===== src/design/krt_ram.sv =====
// generic single-write, single-read ram with registered read data
`timescale 1ns / 1ps

module krt_ram #(
    parameter int WIDTH = 32,
    parameter int DEPTH = 64
) (
    input  logic                     clk,
    input  logic                     wr_en,
    input  logic [$clog2(DEPTH)-1:0] wr_addr,
    input  logic [WIDTH-1:0]         wr_data,
    input  logic [$clog2(DEPTH)-1:0] rd_addr,
    output logic [WIDTH-1:0]         rd_data
);

    logic [WIDTH-1:0] mem_reg [DEPTH];
    logic [WIDTH-1:0] rd_data_reg;

    // write port
    always_ff @(posedge clk)
    begin
        if (wr_en)
        begin
            mem_reg[wr_addr] <= wr_data;
        end
    end

    // registered read port
    always_ff @(posedge clk)
    begin
        rd_data_reg <= mem_reg[rd_addr];
    end

    assign rd_data = rd_data_reg;

endmodule


===== config.mk =====
export PLATFORM = sky130hd
export DESIGN_NAME = krt_ram
export DESIGN_NICKNAME = d
export VERILOG_FILES = /design/src/design/krt_ram.sv
export SDC_FILE = /design/constraint.sdc
export NUM_CORES = 2
export LEC_CHECK = 0
export ABC_CLOCK_PERIOD_IN_PS = 10000
export BUFFER_PORTS_ARGS = -buffer_cell sky130_fd_sc_hd__buf_4
export CAP_MARGIN = 20
export CELL_PAD_IN_SITES_DETAIL_PLACEMENT = 1
export CELL_PAD_IN_SITES_GLOBAL_PLACEMENT = 2
export CORE_ASPECT_RATIO = 0.6
export CORE_UTILIZATION = 55
export CTS_BUF_LIST = sky130_fd_sc_hd__clkbuf_4
export DETAILED_ROUTE_END_ITERATION = 10
export GPL_TIMING_DRIVEN = 1
export PLACE_DENSITY_LB_ADDON = 0.1
export SLEW_MARGIN = 10
export SYNTH_ARGS = -nofsm -noshare
export SYNTH_HDL_FRONTEND = slang
export SYNTH_SLANG_ARGS = --single-unit

===== constraint.sdc =====
create_clock -name clk -period 10 [get_ports clk]
set_input_delay 1.5 -clock clk [delete_from_list [all_inputs] [get_ports clk]]
set_output_delay 1.5 -clock clk [all_outputs]
set_load 0.05 [all_outputs]

Yosys cells after proc, flatten, opt, wreduce, memory -nomap -nowiden

Memories as Yosys holds them, arrays and structs flattened. A register that Yosys moved wholly into a read port is not among the register bits.
Index checks and enable logic that the tools add are counted.

Register bits: 0
Bits in writable memories: 2,048
Input port bits: 46
Output and inout port bits: 32
Logic and storage cells: 3
Memories: 1

Memories:

| name    | words | width | read ports | clocked after Yosys merged registers in | write ports | RTL line | text |
|---|---|---|---|---|---|---|---|
| mem_reg | 64    | 32    | 1          | 1                                       | 1           | 16       | `logic [WIDTH-1:0] mem_reg [DEPTH];` |

Mux-type cells: 2

Operators with widths:

| kind             | number |
|---|---|
| 2-to-1 mux 1 bit | 2 |

Longest topological paths before layout

Depth after elaboration: 2
Depth in mapped cells: 10
Depth with buffers taken out: 5

Least setup slack after synthesis

OpenSTA, ideal clock, no wires.

Path type: input-to-reg
Start point: input wr_addr[3]
End point: memory mem_reg[48][0] (enable)
Library setup time: 461 ps
Arrival: 4,199 ps
Required time: 9,539 ps
Setup slack: 5,340 ps
Cell stages on the path: 4
Path buffers: 1
Cell sequence: clkbuf_1 > nor2b_1 > nand4b_1 > nor3_1

RTL lines:

| item            | RTL line | text |
|---|---|---|
| start, declared | 10       | `input logic [$clog2(DEPTH)-1:0] wr_addr,` |
| end, declared   | 16       |  |

Straight into the memory's write port.

==> summary.md <==
| Metric | Value |
|---|---|
| Cell area power density | `196.3 nW/µm²` |
| Async set-or-reset flop fraction in the synthesized netlist | `0%` |
| Number of flops mapped to enable cells by yosys | `2048` |
| Largest register FFs | `2048` |
| Cell count after synthesis | `3324` |
| Routed vias | `39.26k` |
| Root Buffer | `clkbuf_4` |
| Die area | `144300 µm²` |
| Pins over their slew limit | `0` |
| Cell Chain, Critical Path | `buf_8 -> buf_12 -> buf_4 -> mux2i_1 -> a21oi_1 -> a21oi_1 -> nor2_1` |
| DP HPWL | `117800 µm` |
| Fill count | `11.38k` |
| Layout cells sized above 1 | `36.57%` |
| Clock Latency Late Sink | `1370 ps` |
| Starting Density | `55.90%` |
| XOR/XNOR Fraction of Synth Area | `0%` |
| Register area share after synthesis | `79.14%` |
| CP Class | `in -> reg` |
| Final setup TNS | `0 ps` |
| Tcrit/Tclk final | `39.31%` |
| Final Skew | `67.67 ps` |
| Clock slew at reported path FFs | `80 ps` |
| Number of remaining DRC errors | `0` |
| Final Wtd Congestion | `0.7959` |
| Area after DPL | `81870 µm²` |
| GRT Util Overall | `30.92%` |
| Multi-input gate area | `15970 µm²` |
| Vias per std cell | `6.494` |
| Leakage | `27.83 nW` |
| Final ANT Viol Nets | `0` |
| Crit path launch type | `primary input` |
| Synth top cells by count | `edfxtp_1, mux4_2, nor2_1` |
| YS warnings | `0` |
| Die W | `489.8 µm` |
| NetSw | `3.948 mW` |
| H-tree depth | `5` |
| Seq cells post-synth | `2080` |
| First-pass GRT wire length | `302200 µm` |
| Setup Buffers After CTS | `0` |
| Syn_area_per_cell | `23.62 µm²` |
| Maximum VDD drop | `0.0001366 V` |
| DIE HEIGHT | `294.7 µm` |
| Mux share of post-synthesis cell area | `16.79%` |
| WP buf/inv | `3` |
| CTS tree | `built` |
| Sw Share | `22.90%` |
| Fin nets | `3836` |
| CTS Sinks | `2080` |
| Outcome | `completed` |
| IO buf count | `77` |
| Drt first-iter violations | `5101` |
| Synth area leaders | `edfxtp_1, mux4_2, mux2i_1` |
| Internal | `13.29 mW` |
| Main combinational cell family by area after synthesis | `multiplexers` |
| Data arrival time of the critical path | `5140 ps` |
| Sequential Power Share | `56.2%` |
| Worst setup EP type | `flip-flop` |
| Clock Power Share | `38.2%` |
| Post-Synth Simple-Gate Area | `1.265%` |
| Synth area leader | `edfxtp_1` |
| Post-CTS resize count | `0` |
| Layout area overhead | `11.85%` |
| RSZ-0062 raised after global routing | `false` |
| Minimum clock period | `3931 ps` |
| Count leader, synth | `edfxtp_1` |
| Site row count | `106` |
| WL/cell | `36.11 µm` |
| Pre-Repair DR Iteration Count | `7` |
| Top Ports | `78` |
| CP Max Fanout | `103` |
| Final hold viol count | `0` |
| Primary FF master, synth | `edfxtp_1` |
| Post-Syn Area | `78520 µm²` |
| Rel. slew slack | `26.51%` |
| Netlist cell types | `34` |
| Largest net degree at the start of global routing | `123` |
| Grt ovf | `0` |
| Wirelength, routed | `218300 µm` |
| Post-synth top area share | `78.33%` |
| Register area | `62140 µm²` |
| Synth Area in Compound Gates | `1.673%` |
| Syn_nets | `3370` |
| Final instance area | `87820 µm²` |
| CTS Hold Bufs | `0` |
| Comb pwr share | `5.6%` |
| Worst path slowest cell | `buf_4` |
| Cell family with most CP delay | `buffers and inverters` |
| Required @ worst endpoint | `11210 ps` |
| Final Setup Violations | `0` |
| Most frequent CP cell | `a21oi_1` |
| Core box area | `140500 µm²` |
| Hold Path Class | `in -> reg` |
| Number of CTS-inserted buffers | `472` |
| Clock buffer depth | `4` |
| Post-Synth Adder-Cell Area | `0%` |
| Max_cap viols | `0` |
| Initial antenna violation count | `15` |
| Largest stage delay, worst path | `860 ps` |
| Number of global-route vias before repair | `40.46k` |
| Worst-Margin Slew | `1100 ps` |
| Fmax achieved | `254.4 MHz` |
==> routing by layer <==
metal  wire length, µm  global-route usage [%]  part of all wire, %  vias up
met5                34                       0                0.016        -
met4              3938                   8.933                  1.8        6
met3             25670                   8.950                   12      242
met2             97990                   44.50                   45     2352
met1             90680                   46.51                   42    21180
li1                  -                       -                    -    15480
==> logic make-up (layout without fill, tap and decap cells) <==
family	Yosys count	after routing
flops	2080	2080
mux	637	637
simple gates	223	223
compound gates	202	202
buf+inv	182	1004
other cells	0	10
==> final timing paths <==
kind,from,end,slack (ps),depth (start not counted)
setup / recovery,rd_addr[2],rd_data[5],6070,7
hold / removal,wr_data[28],mem_reg[33][28],700,1
setup reg to reg,mem_reg[54][15],rd_data[15],7410,5
hold reg to reg,mem_reg[29][4],rd_data[4],760,4
==> power by group through the flow <==
stage	clock network, mW	registers [mW]	logic (mW)
after floorplan	0	9.92	0.469
after global placement	0	9.88	0.939
after detailed placement	0	9.89	0.964
after CTS	6.71	9.69	0.965
after global routing	7.09	9.69	1.01
final	6.58	9.69	0.965
==> cell type report <==
| cell class | count | share of cell area [%] |
|---|---|---|
| sequential | 2080 | 70.76 |
| multi-input combinational | 1062 | 18.18 |
| tap | 1890 | 2.693 |
| antenna | 10 | 0.02850 |
| timing repair buffer | 174 | 1.636 |
| clock buffer | 715 | 6.112 |
| clock inverter | 115 | 0.5884 |
==> through the flow <==
| stage | utilization [%] | hold WS, ps | setup slack, ps | total power, mW | cells |
|---|---|---|---|---|---|
| finish | 62.53 | 697.3 | 6069 | 17.24 | 6046 |
| detailed placement | 58.29 | 742.7 | 4689 | 10.85 | 5204 |
| global route | 62.52 | 615.3 | 5953 | 17.79 | 6042 |
| global placement | 58.29 | 719.6 | 4689 | 10.82 | 5204 |
| floorplan | - | 663.2 | 5340 | 10.39 | 3324 |
| CTS | 62.48 | 544.9 | 6095 | 17.37 | 6034 |
==> placed cells by master (no fill, tap or decap), types with 32 or more instances in the layout <==
master    Yosys  routed
o22ai_1      84      84
nor2_4        0      62
nor2_1      137      75
dfxtp_1      32      32
buf_4        25     163
mux4_2      544     544
mux2i_1      93      93
clkbuf_4      0     715
edfxtp_1   2048    2048
clkinv_1      0     101
a21oi_1      62      62
Power figures use the tool's default switching activity.
